**config.mk**
```make
export PLATFORM = sky130hd
export DESIGN_NAME = npy_header_dict_parser
export DESIGN_NICKNAME = d
export VERILOG_FILES = /design/src/npyhdp_pkg.sv /design/src/npy_header_dict_parser.sv /design/src/npyhdp_core.sv
export SDC_FILE = /design/constraint.sdc
export NUM_CORES = 1
export LEC_CHECK = 0
export ABC_AREA = 1
export BUFFER_PORTS_ARGS = -buffer_cell sky130_fd_sc_hd__buf_4
export CAP_MARGIN = 20
export CORE_AREA = 2 2 183 185
export DETAILED_ROUTE_END_ITERATION = 8
export DIE_AREA = 0 0 185 187
export SLEW_MARGIN = 0
export SYNTH_ARGS = -nofsm -noshare
export SYNTH_HDL_FRONTEND = slang
export SYNTH_SLANG_ARGS = --single-unit
export TNS_END_PERCENT = 50
```
**constraint.sdc**
```tcl
create_clock -name clock -period 6.25 [get_ports clock]
set_input_delay 0.625 -clock clock [delete_from_list [all_inputs] [get_ports clock]]
set_output_delay 0.625 -clock clock [all_outputs]
set_load 0.005 [all_outputs]
```
**src/npyhdp_pkg.sv**
```systemverilog
// ----------------------------------------------------------------------------
// npyhdp_pkg
// Shared types and character constants for the header dictionary parser.
// ----------------------------------------------------------------------------
package npyhdp_pkg;

   localparam logic [7:0] CH_LBRACE = 8'h7B;
   localparam logic [7:0] CH_RBRACE = 8'h7D;
   localparam logic [7:0] CH_COLON  = 8'h3A;
   localparam logic [7:0] CH_COMMA  = 8'h2C;
   localparam logic [7:0] CH_SPACE  = 8'h20;
   localparam logic [7:0] CH_QUOTE  = 8'h27;
   localparam logic [7:0] CH_LPAREN = 8'h28;
   localparam logic [7:0] CH_RPAREN = 8'h29;
   localparam logic [7:0] CH_ZERO   = 8'h30;
   localparam logic [7:0] CH_NINE   = 8'h39;
   localparam logic [7:0] CH_LESS   = 8'h3C;
   localparam logic [7:0] CH_LOW_I  = 8'h69;
   localparam logic [7:0] CH_LOW_F  = 8'h66;
   localparam logic [7:0] CH_EIGHT  = 8'h38;

   localparam int unsigned KEY_LEN = 5;

   localparam logic [1:0] ELEM_UNKNOWN = 2'd0;
   localparam logic [1:0] ELEM_INT64   = 2'd1;
   localparam logic [1:0] ELEM_FLOAT64 = 2'd2;

   typedef enum logic [1:0] {
      KIND_NONE  = 2'd0,
      KIND_DESCR = 2'd1,
      KIND_SHAPE = 2'd2,
      KIND_MISS  = 2'd3
   } key_kind_type;

   typedef struct packed {
      logic [1:0]  element_type;
      logic [31:0] row_count;
      logic [31:0] col_count;
      logic        dict_closed;
   } result_type;

   function automatic logic [7:0] key_byte(input key_kind_type kind, input logic [2:0] pos);
      logic [7:0] ch;
      ch = 8'h00;
      case (pos)
         3'd0: ch = (kind == KIND_DESCR) ? 8'h64 : 8'h73;
         3'd1: ch = (kind == KIND_DESCR) ? 8'h65 : 8'h68;
         3'd2: ch = (kind == KIND_DESCR) ? 8'h73 : 8'h61;
         3'd3: ch = (kind == KIND_DESCR) ? 8'h63 : 8'h70;
         3'd4: ch = (kind == KIND_DESCR) ? 8'h72 : 8'h65;
         default: ch = 8'h00;
      endcase
      return ch;
   endfunction

endpackage

```
**src/npy_header_dict_parser.sv**
```systemverilog
// ----------------------------------------------------------------------------
// npy_header_dict_parser
// Reads a NumPy header dictionary byte by byte and reports type and shape.
//
//   Channel   Direction  Contents
//   req_      in         one header byte, tlast on the final byte
//   rsp_      out        element type, rows and cols; tuser is dict_closed
//
// One byte is taken per cycle while req_tready is high; the parse state updates in the same cycle.
// The result is registered and appears in the cycle after the byte marked last is accepted.
// Reset is synchronous and returns the parser to waiting for the brace.
// A stalled result stalls input only while the result register is full.
// ----------------------------------------------------------------------------
module npy_header_dict_parser #(
   parameter int unsigned TOKEN_MAX = 99,
   parameter int unsigned DIM_BITS  = 32
) (
   input  logic        clock,
   input  logic        reset,
   input  logic        req_tvalid,
   output logic        req_tready,
   input  logic [7:0]  req_tdata,   // [7:0] header_byte
   input  logic        req_tlast,   // last_byte
   output logic        rsp_tvalid,
   input  logic        rsp_tready,
   output logic [71:0] rsp_tdata,   // [1:0] element_type, [33:2] row_count, [65:34] col_count
   output logic [0:0]  rsp_tuser    // [0] dict_closed
);

   npyhdp_pkg::result_type result;
   npyhdp_pkg::result_type rsp_data_ff;
   logic                   rsp_valid_ff;
   logic                   accept;

   assign req_tready = !rsp_valid_ff || rsp_tready;
   assign accept     = req_tvalid && req_tready;

   npyhdp_core #(
      .TOKEN_MAX (TOKEN_MAX),
      .DIM_BITS  (DIM_BITS)
   ) u_core (
      .clock       (clock),
      .reset       (reset),
      .step        (accept),
      .header_byte (req_tdata),
      .last_byte   (req_tlast),
      .result      (result)
   );

   always_ff @(posedge clock) begin
      if (reset) begin
         rsp_valid_ff <= 1'b0;
      end else if (accept && req_tlast) begin
         rsp_valid_ff <= 1'b1;
      end else if (rsp_tready) begin
         rsp_valid_ff <= 1'b0;
      end
   end

   always_ff @(posedge clock) begin
      if (accept && req_tlast) begin
         rsp_data_ff <= result;
      end
   end

   assign rsp_tvalid = rsp_valid_ff;
   assign rsp_tdata  = {6'd0, rsp_data_ff.col_count, rsp_data_ff.row_count,
                        rsp_data_ff.element_type};
   assign rsp_tuser  = rsp_data_ff.dict_closed;

endmodule

```
**src/npyhdp_core.sv**
```systemverilog
// ----------------------------------------------------------------------------
// npyhdp_core
// Parse state of the header dictionary, updated by one byte per transfer.
// ----------------------------------------------------------------------------
module npyhdp_core #(
   parameter int unsigned TOKEN_MAX = 99,
   parameter int unsigned DIM_BITS  = 32
) (
   input  logic                   clock,
   input  logic                   reset,
   input  logic                   step,
   input  logic [7:0]             header_byte,
   input  logic                   last_byte,
   output npyhdp_pkg::result_type result
);

   localparam int unsigned TOK_W = $clog2(TOKEN_MAX + 1);

   localparam logic [1:0] SEG_EMPTY  = 2'd0;
   localparam logic [1:0] SEG_DIGITS = 2'd1;
   localparam logic [1:0] SEG_ENDED  = 2'd2;
   localparam logic [1:0] POS_START  = 2'd0;
   localparam logic [1:0] POS_LESS   = 2'd1;
   localparam logic [1:0] POS_LETTER = 2'd2;
   localparam logic [1:0] POS_EIGHT  = 2'd3;

   localparam logic [1:0] GUESS_NONE  = 2'd0;
   localparam logic [1:0] GUESS_MISS  = 2'd3;

   typedef enum logic [1:0] {
      MODE_WAIT  = 2'd0,
      MODE_KEY   = 2'd1,
      MODE_VALUE = 2'd2,
      MODE_DONE  = 2'd3
   } mode_type;

   mode_type                 mode_ff, mode_in;
   logic                     paren_ff, paren_in;
   logic [2:0]               kpos_ff, kpos_in;
   npyhdp_pkg::key_kind_type kind_ff, kind_in;
   logic [1:0]               vpos_ff, vpos_in;
   logic [1:0]               guess_ff, guess_in;
   logic [TOK_W-1:0]         tok_ff, tok_in;
   logic [DIM_BITS-1:0]      acc_ff, acc_in;
   logic [DIM_BITS-1:0]      prow_ff, prow_in;
   logic [DIM_BITS-1:0]      pcol_ff, pcol_in;
   logic [1:0]               type_ff, type_in;
   logic [DIM_BITS-1:0]      rows_ff, rows_in;
   logic [DIM_BITS-1:0]      cols_ff, cols_in;

   logic                     skip;
   logic                     room;
   logic [DIM_BITS+3:0]      acc_ext;
   logic [DIM_BITS-1:0]      seg_value;
   logic [DIM_BITS-1:0]      res_rows;
   logic [DIM_BITS-1:0]      res_cols;

   assign skip = (header_byte == npyhdp_pkg::CH_SPACE) || (header_byte == npyhdp_pkg::CH_QUOTE);
   assign room = tok_ff < TOK_W'(TOKEN_MAX);
   assign acc_ext = ({4'd0, acc_ff} << 3) + ({4'd0, acc_ff} << 1)
                    + (DIM_BITS + 4)'(header_byte[3:0]);
   assign seg_value = (vpos_ff == SEG_EMPTY) ? DIM_BITS'(1) : acc_ff;

   always_comb begin
      mode_in  = mode_ff;
      paren_in = paren_ff;
      kpos_in  = kpos_ff;
      kind_in  = kind_ff;
      vpos_in  = vpos_ff;
      guess_in = guess_ff;
      tok_in   = tok_ff;
      acc_in   = acc_ff;
      prow_in  = prow_ff;
      pcol_in  = pcol_ff;
      type_in  = type_ff;
      rows_in  = rows_ff;
      cols_in  = cols_ff;
      case (mode_ff)
         MODE_WAIT: begin
            if (header_byte == npyhdp_pkg::CH_LBRACE) begin
               mode_in = MODE_KEY;
               tok_in  = '0;
               kpos_in = 3'd0;
               kind_in = npyhdp_pkg::KIND_NONE;
            end
         end
         MODE_KEY: begin
            if (header_byte == npyhdp_pkg::CH_RBRACE) begin
               mode_in = MODE_DONE;
            end else if (header_byte == npyhdp_pkg::CH_COLON) begin
               if (!((kind_ff == npyhdp_pkg::KIND_DESCR || kind_ff == npyhdp_pkg::KIND_SHAPE)
                     && kpos_ff == 3'(npyhdp_pkg::KEY_LEN)
                     && tok_ff == TOK_W'(npyhdp_pkg::KEY_LEN))) begin
                  kind_in = npyhdp_pkg::KIND_NONE;
               end
               mode_in  = MODE_VALUE;
               tok_in   = '0;
               vpos_in  = SEG_EMPTY;
               guess_in = GUESS_NONE;
               acc_in   = '0;
               prow_in  = rows_ff;
               pcol_in  = cols_ff;
            end else if (!skip && room) begin
               tok_in = tok_ff + TOK_W'(1);
               if (kind_ff == npyhdp_pkg::KIND_NONE) begin
                  if (header_byte == npyhdp_pkg::key_byte(npyhdp_pkg::KIND_DESCR, 3'd0)) begin
                     kind_in = npyhdp_pkg::KIND_DESCR;
                  end else if (header_byte
                               == npyhdp_pkg::key_byte(npyhdp_pkg::KIND_SHAPE, 3'd0)) begin
                     kind_in = npyhdp_pkg::KIND_SHAPE;
                  end else begin
                     kind_in = npyhdp_pkg::KIND_MISS;
                  end
                  kpos_in = 3'd1;
               end else if (kind_ff != npyhdp_pkg::KIND_MISS) begin
                  if (kpos_ff < 3'(npyhdp_pkg::KEY_LEN)
                      && header_byte == npyhdp_pkg::key_byte(kind_ff, kpos_ff)) begin
                     kpos_in = kpos_ff + 3'd1;
                  end else begin
                     kind_in = npyhdp_pkg::KIND_MISS;
                  end
               end
            end
         end
         MODE_VALUE: begin
            if (header_byte == npyhdp_pkg::CH_COMMA && !paren_ff) begin
               if (kind_ff == npyhdp_pkg::KIND_DESCR) begin
                  if (guess_ff != GUESS_MISS && guess_ff != GUESS_NONE
                      && vpos_ff == POS_EIGHT) begin
                     type_in = guess_ff;
                  end
               end else if (kind_ff == npyhdp_pkg::KIND_SHAPE) begin
                  rows_in = prow_ff;
                  cols_in = pcol_ff;
               end
               mode_in = MODE_KEY;
               tok_in  = '0;
               kpos_in = 3'd0;
               kind_in = npyhdp_pkg::KIND_NONE;
            end else if (!skip) begin
               if (header_byte == npyhdp_pkg::CH_LPAREN) begin
                  paren_in = 1'b1;
               end else if (header_byte == npyhdp_pkg::CH_RPAREN) begin
                  paren_in = 1'b0;
               end
               if (room) begin
                  tok_in = tok_ff + TOK_W'(1);
                  if (kind_ff == npyhdp_pkg::KIND_DESCR && guess_ff != GUESS_MISS) begin
                     if (vpos_ff == POS_START && header_byte == npyhdp_pkg::CH_LESS) begin
                        vpos_in = POS_LESS;
                     end else if (vpos_ff == POS_LESS
                                  && header_byte == npyhdp_pkg::CH_LOW_I) begin
                        guess_in = npyhdp_pkg::ELEM_INT64;
                        vpos_in  = POS_LETTER;
                     end else if (vpos_ff == POS_LESS
                                  && header_byte == npyhdp_pkg::CH_LOW_F) begin
                        guess_in = npyhdp_pkg::ELEM_FLOAT64;
                        vpos_in  = POS_LETTER;
                     end else if (vpos_ff == POS_LETTER
                                  && header_byte == npyhdp_pkg::CH_EIGHT) begin
                        vpos_in = POS_EIGHT;
                     end else begin
                        guess_in = GUESS_MISS;
                     end
                  end else if (kind_ff == npyhdp_pkg::KIND_SHAPE
                               && header_byte != npyhdp_pkg::CH_LPAREN) begin
                     if (header_byte == npyhdp_pkg::CH_COMMA
                         || header_byte == npyhdp_pkg::CH_RPAREN) begin
                        if (header_byte == npyhdp_pkg::CH_COMMA) begin
                           prow_in = seg_value;
                        end else begin
                           pcol_in = seg_value;
                        end
                        acc_in  = '0;
                        vpos_in = SEG_EMPTY;
                     end else if (header_byte >= npyhdp_pkg::CH_ZERO
                                  && header_byte <= npyhdp_pkg::CH_NINE) begin
                        if (vpos_ff != SEG_ENDED) begin
                           if (acc_ext[DIM_BITS+3:DIM_BITS] != 4'd0) begin
                              acc_in = '1;
                           end else begin
                              acc_in = acc_ext[DIM_BITS-1:0];
                           end
                           vpos_in = SEG_DIGITS;
                        end
                     end else begin
                        vpos_in = SEG_ENDED;
                     end
                  end
               end
            end
         end
         MODE_DONE: begin
         end
         default: begin
         end
      endcase
   end

   assign res_rows = rows_in;
   assign res_cols = cols_in;

   generate
      if (DIM_BITS > 32) begin : g_sat
         assign result.row_count = (|res_rows[DIM_BITS-1:32]) ? 32'hFFFF_FFFF : res_rows[31:0];
         assign result.col_count = (|res_cols[DIM_BITS-1:32]) ? 32'hFFFF_FFFF : res_cols[31:0];
      end else begin : g_ext
         assign result.row_count = 32'(res_rows);
         assign result.col_count = 32'(res_cols);
      end
   endgenerate

   assign result.element_type = type_in;
   assign result.dict_closed  = (mode_in == MODE_DONE);

   always_ff @(posedge clock) begin
      if (reset || (step && last_byte)) begin
         mode_ff  <= MODE_WAIT;
         paren_ff <= 1'b0;
         kpos_ff  <= 3'd0;
         kind_ff  <= npyhdp_pkg::KIND_NONE;
         vpos_ff  <= 2'd0;
         guess_ff <= GUESS_NONE;
         tok_ff   <= '0;
         acc_ff   <= '0;
         prow_ff  <= '0;
         pcol_ff  <= '0;
         type_ff  <= npyhdp_pkg::ELEM_UNKNOWN;
         rows_ff  <= '0;
         cols_ff  <= '0;
      end else if (step) begin
         mode_ff  <= mode_in;
         paren_ff <= paren_in;
         kpos_ff  <= kpos_in;
         kind_ff  <= kind_in;
         vpos_ff  <= vpos_in;
         guess_ff <= guess_in;
         tok_ff   <= tok_in;
         acc_ff   <= acc_in;
         prow_ff  <= prow_in;
         pcol_ff  <= pcol_in;
         type_ff  <= type_in;
         rows_ff  <= rows_in;
         cols_ff  <= cols_in;
      end
   end

endmodule
```
==> summary.md, run 1 <==
| Metric | Value |
|---|---|
| Fraction of registers with async set/reset | `0%` |
| Status | `complete, no violations` |
| Setup violators final | `0` |
| Placed cell count | `2525` |
| Routed WL | `37.6 mm` |
| TNS Setup | `0 ns` |
| Ys flop type | `dfxtp_1` |
| Die Wd | `185 um` |
| Nature of the critical path startpoint | `register` |
| Final non-filler cell total | `2577` |
| Largest net degree at the start of global routing | `79` |
| Fillers | `3321` |
| Vias | `12.7k` |
| CTS Buf Count | `28` |
| PwrDens | `243 nW/um^2` |
| Core area | `32900 um^2` |
| Cell-by-cell trace of the critical path | `inv_1 -> ha_1 -> buf_4 -> inv_2 -> buf_4 -> o21ai_0 -> nor3_2 -> nand3_2 -> nor3_4 -> buf_4 -> nand2_1 -> a21oi_1` |
| Die H | `187 um` |
| Overall Global Routing Usage | `21.7%` |
| # rows | `67` |
| WL per Instance | `14.6 um` |
| Slew headroom | `33.7%` |
| CTS sink count | `249` |
| Count of cell types in the netlist | `46` |
| Final Max Slew Viols | `0` |
| CP required | `6.70 ns` |
| Starting DRT DRC Count | `846` |
| Post-Synthesis Cells | `2069` |
| Area delta synth->final | `13.3%` |
| Storage cell area | `5660 um^2` |
| Layout net count | `2201` |
| Clock latency at the later pin of the worst-skew pair | `0.55 ns` |
| Total iterations of the first detailed-routing run | `7` |
| # hold bufs at CTS | `0` |
| Post-synth EDFFs | `67` |
| Post-CTS Resized | `0` |
| GPL Wtd Cong | `0.915` |
| Diode count | `0` |
| Yosys warns | `0` |
| Global-route wire length before repair | `61.4 mm` |
| Slowest cell on crit path | `buf_4` |
| Worst slew pin tran | `0.995 ns` |
| Period utilization | `62.7%` |
| Sequential area share after synthesis | `39.8%` |
| Setup crit end kind | `register` |
| Worst min-delay path category | `input pin to register` |
| Leakage power | `7.51 nW` |
| VDD IR max | `0.186 mV` |
| Drt drc | `0` |
| Cell Area, Synth | `14200 um^2` |
| Vias in the first global route | `12.1k` |
| Most used cell, CP | `buf_4` |
| Initial Utilization | `43.3%` |
| RSZ-0062 raised after global routing | `false` |
| Ratio of cells with drive above 1 in the final layout | `7.98%` |
| Kind of critical path | `register to register` |
| #FFs+latches synth | `249` |
| Gr ovfl total | `0` |
| Maximum root-to-sink buffer count | `3` |
| Pre-CTS WS | `2.21 ns` |
| Dpl hpwl | `25.6 mm` |
| I/O pin count | `88` |
| Power, Total | `0.00392 W` |
| Family with the most delay on the worst path | `buffers and inverters` |
| Setup Skew | `0.0106 ns` |
| CTS tree | `built` |
| Syn Area/Cell | `6.87 um^2` |
| Worst EP arrival | `4.37 ns` |
| DR vias/cell | `4.93` |
| Tmin final | `3.92 ns` |
| Port Buffers | `81` |
| CP max FO | `73` |
| Routed Antenna Nets | `0` |
| DIE AREA | `34600 um^2` |
| Clock slew at reported path FFs | `0.06 ns` |
| Initial antenna violation count | `0` |
| Final WS setup | `2.33 ns` |
| WP buf/inv | `5` |
| Multi-input gate area | `7120 um^2` |
| Final hold vios | `0` |
| Clk Tree Root Cell | `clkbuf_16` |
| Slowest stage delay, CP | `0.65 ns` |
| Max_cap viols | `0` |
| H-tree Lvls | `1` |
| Setup Fix Bufs, Post-CTS | `0` |
| Fmax | `0.255 GHz` |
-- final cells by class --
class	count	share of cell area, %
multi-input cells	1449	44.2
well taps	448	3.48
clock inverters	16	1.51
flip-flops and latches	249	35.1
clock buffers	36	4.66
repair buffers	97	4.52
inverters	282	6.57
-- report_power, final --
group          total, W  internal, W  switching (W)
Combinational  0.000374     0.000126       0.000249
Clock           0.00177      0.00110       0.000678
Sequential      0.00177      0.00173      0.0000355
Total           0.00392      0.00295       0.000962
-- sequential cells by signal, summed over array words and instances (netlist names), 2 cells and up --
register         flops
rsp_tdata           66
u_core.acc_ff       32
u_core.cols_ff      32
u_core.pcol_ff      32
u_core.prow_ff      32
u_core.rows_ff      32
u_core.tok_ff        7
u_core.kpos_ff       3
u_core.guess_ff      2
u_core.kind_ff       2
u_core.mode_ff       2
u_core.type_ff       2
u_core.vpos_ff       2
-- placed cells by master, fill, tap and decap left out, drive strengths merged, types with 6 or more instances in the layout --
cell type and n:
nand2 572, inv 282, nor2 261, a21oi 205, dfxtp 182, o21ai 161, buf 97, nand3 80
ha 79, edfxtp 67, clkbuf 36, nor3 18, xnor2 14, nand4 10, o21bai 9, xor2 9
clkinv 9, conb 6, bufinv 6
-- through the flow --
step	area (um^2)	util [%]	hold slack [ns]
final	16100	49.1	0.361
after global routing	16100	49.1	0.366
after CTS	16100	49.1	0.349
after detailed placement	15100	46.0	0.435
after global placement	15100	46.0	0.429
after floorplan	14200	-	0.422
-- metal layers --
layer	wire, um	GRT usage, %	part of all wire (%)
met1	17200	28.1	46
met2	17800	37.5	47
met3	1680	3.29	4.5
met4	942	6.14	2.5
met5	0	0	0
-- path summary, 6_finish.rpt --
path	from	endpoint	slack [ns]	cells past startpoint
worst min-delay path	reset	rsp_tvalid	0.36	4
worst max-delay path	u_core.mode_ff[0]	u_core.acc_ff[6]	2.33	12
worst min register to register	u_core.prow_ff[5]	u_core.prow_ff[5]	0.44	2
worst max register to register	u_core.mode_ff[0]	u_core.acc_ff[6]	2.33	12
-- synth_stat cells, types with 2 or more instances --
master	number	area share (%)
nand2_1	569	15
inv_1	276	7.3
nor2_1	256	6.8
a21oi_1	205	7.2
dfxtp_1	182	26
o21ai_0	89	3.1
ha_1	79	6.9
nand3_1	78	2.7
o21ai_1	72	2.5
edfxtp_1	67	14
clkbuf_1	43	1.1
buf_2	31	1.1
nor3_1	15	0.53
xnor2_1	14	0.86
nand4_1	10	0.44
buf_1	9	0.24
o21bai_1	9	0.47
xor2_1	9	0.55
buf_4	6	0.32
inv_2	6	0.16
nand3b_1	5	0.26
buf_6	3	0.24
nand2_2	3	0.13
nor2_2	3	0.13
and2_1	2	0.088
dlygate4sd1_1	2	0.12
fa_1	2	0.28
mux2_2	2	0.16
nand3_2	2	0.14
nor2_4	2	0.16
nor3_4	2	0.23
o31ai_1	2	0.11
-- worst min-delay path: stages --
cell and delay, ns:
buf_4 0.07, inv_1 0.06, nand2_1 0.07, inv_1 0.03
-- cells by family after synthesis --
| kind of cell | Yosys count | synth area share (%) |
|---|---|---|
| and+or+nand+nor | 952 | 26.9 |
| adders and majority gates | 81 | 7.23 |
| muxes | 2 | 0.158 |
| DFF | 249 | 39.8 |
| AOI/OAI and AO/OA | 385 | 13.9 |
| other | 1 | 0.0264 |
| buffers and inverters | 376 | 10.6 |
| xor gates and xnor gates | 23 | 1.42 |
Power figures use the tool's default switching activity.
==> run 2, diff against run 1 <==
--- a/config.mk
+++ b/config.mk
@@ -5,12 +5,12 @@
 export SDC_FILE = /design/constraint.sdc
 export NUM_CORES = 1
 export LEC_CHECK = 0
-export ABC_AREA = 1
+export ABC_AREA = 0
 export BUFFER_PORTS_ARGS = -buffer_cell sky130_fd_sc_hd__buf_4
 export CAP_MARGIN = 20
-export CORE_AREA = 2 2 183 185
+export CORE_AREA = 2 2 178 180
 export DETAILED_ROUTE_END_ITERATION = 8
-export DIE_AREA = 0 0 185 187
+export DIE_AREA = 0 0 180 182
 export SLEW_MARGIN = 0
 export SYNTH_ARGS = -nofsm -noshare
 export SYNTH_HDL_FRONTEND = slang
==> constraint.sdc (replaced) <==
create_clock -name clock -period 4 [get_ports clock]
set_input_delay 0.4 -clock clock [delete_from_list [all_inputs] [get_ports clock]]
set_output_delay 0.4 -clock clock [all_outputs]
set_load 0.005 [all_outputs]
==> run 2 against run 1 <==
  * Non-clock buffer count up 9
  * Count of clock-buffer cells in the layout down 1
  * Clock skew up 0.0087 ns
  * Sequential cell count unchanged
  * Critical path type unchanged
  * Critical endpoint is now u_core.acc_ff[21]
==> summary.md, run 2 <==
| Metric | Value |
|---|---|
| Status | `complete, no violations (unchanged)` |
| Vias in the first global route | `10.3k (was 12.1k)` |
| Kind of critical path | `register to register (unchanged)` |
| Worst min-delay path category | `input pin to register (unchanged)` |
| Leakage power | `5.80 nW (was 7.51 nW)` |
| Final Max Slew Viols | `0 (unchanged)` |
| Max_cap viols | `0 (unchanged)` |
| Post-Synthesis Cells | `1489 (was 2069)` |
| Sequential area share after synthesis | `42.3% (was 39.8%)` |
| Worst EP arrival | `3.99 ns (was 4.37 ns)` |
| Clk Tree Root Cell | `clkbuf_16 (unchanged)` |
| Setup Skew | `0.0193 ns (was 0.0106 ns)` |
| Count of cell types in the netlist | `71 (was 46)` |
| Commonest cells post-synth | `nor2_1 (241), dfxtp_1 (182), a21oi_1 (179) (was nand2_1 (569), inv_1 (276), nor2_1 (256))` |
| RSZ-0062 raised after global routing | `false (unchanged)` |
| Setup violators final | `0 (unchanged)` |
| Reg-to-Reg End | `u_core.acc_ff[21] (was u_core.acc_ff[6])` |
| Family with the most delay on the worst path | `compound AO/OA/AOI/OAI gates (was buffers and inverters)` |
| Multi-input gate area | `7200 um^2 (was 7120 um^2)` |
| Fmax | `0.281 GHz (was 0.255 GHz)` |
| WHS Endpoint | `rsp_tvalid (unchanged)` |
| Reg2reg start | `u_core.acc_ff[1] (was u_core.mode_ff[0])` |
| Slowest cell on crit path | `dfxtp_1 (was buf_4)` |
| Yosys warns | `0 (unchanged)` |
| Initial antenna violation count | `0 (unchanged)` |
| H-tree Lvls | `1 (unchanged)` |
| Global-route wire length before repair | `53.8 mm (was 61.4 mm)` |
| PwrDens | `370 nW/um^2 (was 243 nW/um^2)` |
| Ys flop type | `dfxtp_1 (unchanged)` |
| # hold bufs at CTS | `1 (was 0)` |
| Fraction of registers with async set/reset | `0% (unchanged)` |
| Main combinational cell family by area after synthesis | `simple AND/OR/NAND/NOR gates (unchanged)` |
| Initial Utilization | `43.2% (was 43.3%)` |
| Routed Antenna Nets | `0 (unchanged)` |
| Total iterations of the first detailed-routing run | `6 (was 7)` |
| Post-Synth Simple-Gate Area | `19.1% (was 26.9%)` |
| WP buf/inv | `2 (was 5)` |
| TNS Setup | `0 ns (unchanged)` |
| Drt drc | `0 (unchanged)` |
| Most used cell, CP | `ha_1 (was buf_4)` |
| CTS sink count | `249 (unchanged)` |
| Layout net count | `1620 (was 2201)` |
| Yosys top cell area share | `27.2% (was 25.6%)` |
| Placed cell count | `1898 (was 2525)` |
| Diode count | `0 (unchanged)` |
| DIE AREA | `32800 um^2 (was 34600 um^2)` |
| Routed WL | `32.5 mm (was 37.6 mm)` |
| Nature of the critical path startpoint | `register (unchanged)` |
| Clock latency at the later pin of the worst-skew pair | `0.54 ns (was 0.55 ns)` |
| Die H | `182 um (was 187 um)` |
| Clock slew at reported path FFs | `0.06 ns (about the same)` |
| Cell Area, Synth | `13400 um^2 (was 14200 um^2)` |
| DR vias/cell | `5.55 (was 4.93)` |
| Post-synth EDFFs | `67 (unchanged)` |
| Cell taking the most area after synthesis | `dfxtp_1 (unchanged)` |
| Core area | `31000 um^2 (was 32900 um^2)` |
| Port Buffers | `81 (unchanged)` |
| Final hold vios | `0 (unchanged)` |
| CTS Buf Count | `27 (was 28)` |
| Adder-cell share of the synthesized area | `7.69% (was 7.23%)` |
| Starting DRT DRC Count | `719 (was 846)` |
| Die Wd | `180 um (was 185 um)` |
| CP required | `4.43 ns (was 6.70 ns)` |
| Reg2Reg Depth | `14 (was 12)` |
| Placed instance area | `14300 um^2 (was 15100 um^2)` |
| Post-Synth XOR/XNOR Area | `2.23% (was 1.42%)` |
| Vias | `10.8k (was 12.7k)` |
| Post-CTS Resized | `0 (unchanged)` |
| Max reg flops | `66 (unchanged)` |
| HP Start | `req_tlast (was reset)` |
| I/O pin count | `88 (unchanged)` |
| Slowest stage delay, CP | `0.53 ns (was 0.65 ns)` |
| Largest net degree at the start of global routing | `69 (was 79)` |
| GPL Wtd Cong | `0.901 (was 0.915)` |
| Storage cell area | `5660 um^2 (unchanged)` |
| Fillers | `2954 (was 3321)` |
| Period utilization | `88.9% (was 62.7%)` |
| Area delta synth->final | `13.3% (about the same)` |
| # rows | `65 (was 67)` |
| Dominant cell by count in the synthesized netlist | `nor2_1 (was nand2_1)` |
| Setup Fix Bufs, Post-CTS | `0 (unchanged)` |
| Maximum root-to-sink buffer count | `3 (unchanged)` |
| Final non-filler cell total | `1949 (was 2577)` |
| WL per Instance | `16.7 um (was 14.6 um)` |
| Most area-consuming cells after synthesis | `dfxtp_1 (27%), edfxtp_1 (15%), ha_1 (7.4%) (was dfxtp_1 (26%), nand2_1 (15%), edfxtp_1 (14%))` |
| Overall Global Routing Usage | `19.6% (was 21.7%)` |
| Ratio of cells with drive above 1 in the final layout | `14.4% (was 7.98%)` |
| Syn Area/Cell | `8.98 um^2 (was 6.87 um^2)` |
| Cell-by-cell trace of the critical path | `ha_1 -> ha_1 -> inv_1 -> fa_1 -> nand2b_1 -> a21oi_1 -> o21ai_0 -> nand3_1 -> a211oi_1 -> nor3_1 -> and4b_1 -> buf_4 -> nand2_1 -> a32o_1 (was inv_1 -> ha_1 -> buf_4 -> inv_2 -> buf_4 -> o21ai_0 -> nor3_2 -> nand3_2 -> nor3_4 -> buf_4 -> nand2_1 -> a21oi_1)` |
| Worst slew pin tran | `0.872 ns (was 0.995 ns)` |
| Commonest non-fill, non-tap cell in the layout | `nor2_1 (was nand2_1)` |
| Register-to-Register Setup Slack | `0.44 ns (was 2.33 ns)` |
| Setup crit end kind | `register (unchanged)` |
| Hold Crit Depth | `3 (was 4)` |
| Compound-cell area share of the yosys netlist | `17.8% (was 13.9%)` |
| CTS tree | `built (unchanged)` |
| VDD IR max | `0.306 mV (was 0.186 mV)` |
| Post-route cell area | `15200 um^2 (was 16100 um^2)` |
| Post-synthesis mux area share | `6.43% (was 0.158%)` |
| #FFs+latches synth | `249 (unchanged)` |
| Core Util, Final | `48.9% (was 49.1%)` |
| Slew headroom | `41.9% (was 33.7%)` |
| Gr ovfl total | `0 (unchanged)` |
| CP max FO | `16 (was 73)` |
| Dpl hpwl | `21.8 mm (was 25.6 mm)` |
| Most frequent cells in the layout | `nor2_1 (239), dfxtp_1 (182), a21oi_1 (179) (was nand2_1 (568), inv_1 (274), nor2_1 (252))` |
| Tmin final | `3.56 ns (was 3.92 ns)` |
-- run 2: changes by cell type in the layout (fill, tap and decap cells not counted), sizes merged, moves of 20 or more --
cell    delta
nand2    -508
inv      -258
o21ai    -121
a211oi   +103
nor2b     +67
mux2      +66
nand3     -63
nor3      +63
a21oi     -25
nor2      -20
-- run 2: layout make-up --
cell class | instances | area share [%]
Timing Repair Buffer | 106 | 5.60
Multi-Input combinational cell | 1119 | 47.5
Inverter | 23 | 0.570
Clock inverter | 15 | 0.743
Clock buffer | 35 | 4.92
Tap cell | 402 | 3.32
Sequential cell | 249 | 37.3
-- run 2: logic make-up (layout without fill, tap and decap cells) --
kind of cell	Yosys count	count (layout)
compound gates	387	387
simple gates	537	537
flops	249	249
mux	74	74
fa+ha+maj	81	81
other cells	1	6
xor+xnor	34	34
buf+inv	126	179
-- run 2: worst min-delay path, stage by stage --
cell     delay, ns
buf_4         0.11
nand2_1       0.08
a21oi_1       0.07
-- run 2: stage by stage --
step / power (W) / setup WS, ns / hold WS, ns
after floorplan: 0.00311 / 0.367 / 0.434
after global placement: 0.00326 / 0.399 / 0.441
after detailed placement: 0.00327 / 0.334 / 0.449
after CTS: 0.00567 / 0.492 / 0.120
after global routing: 0.00583 / 0.217 / 0.164
final: 0.00561 / 0.443 / 0.153
-- run 2: routing by layer --
layer / GRT usage, % / vias to the layer above / routed length [um]
met3: 2.19 / 44 / 1220
li1: - / 5425 / -
met5: 0 / - / 0
met4: 4.52 / 0 / 627
met2: 32.2 / 205 / 14900
met1: 27.7 / 5144 / 15800
-- run 2: how the worst max path moves through the flow --
stage	start	end	depth (start not counted)
finish	u_core.acc_ff[1]	u_core.acc_ff[21]	14
global route	u_core.acc_ff[10]	u_core.acc_ff[21]	12
CTS	u_core.acc_ff[10]	u_core.acc_ff[21]	12
detailed placement	req_tdata[3]	u_core.acc_ff[21]	14
global placement	req_tdata[3]	u_core.acc_ff[21]	14
floorplan	rsp_tready	u_core.cols_ff[10]	10
-- run 2: power by group --
group | total, W | internal (W) | switching (W)
registers | 0.00273 | 0.00269 | 0.0000461
logic | 0.000483 | 0.000194 | 0.000289
clock network | 0.00239 | 0.00138 | 0.00102
total | 0.00561 | 0.00426 | 0.00135
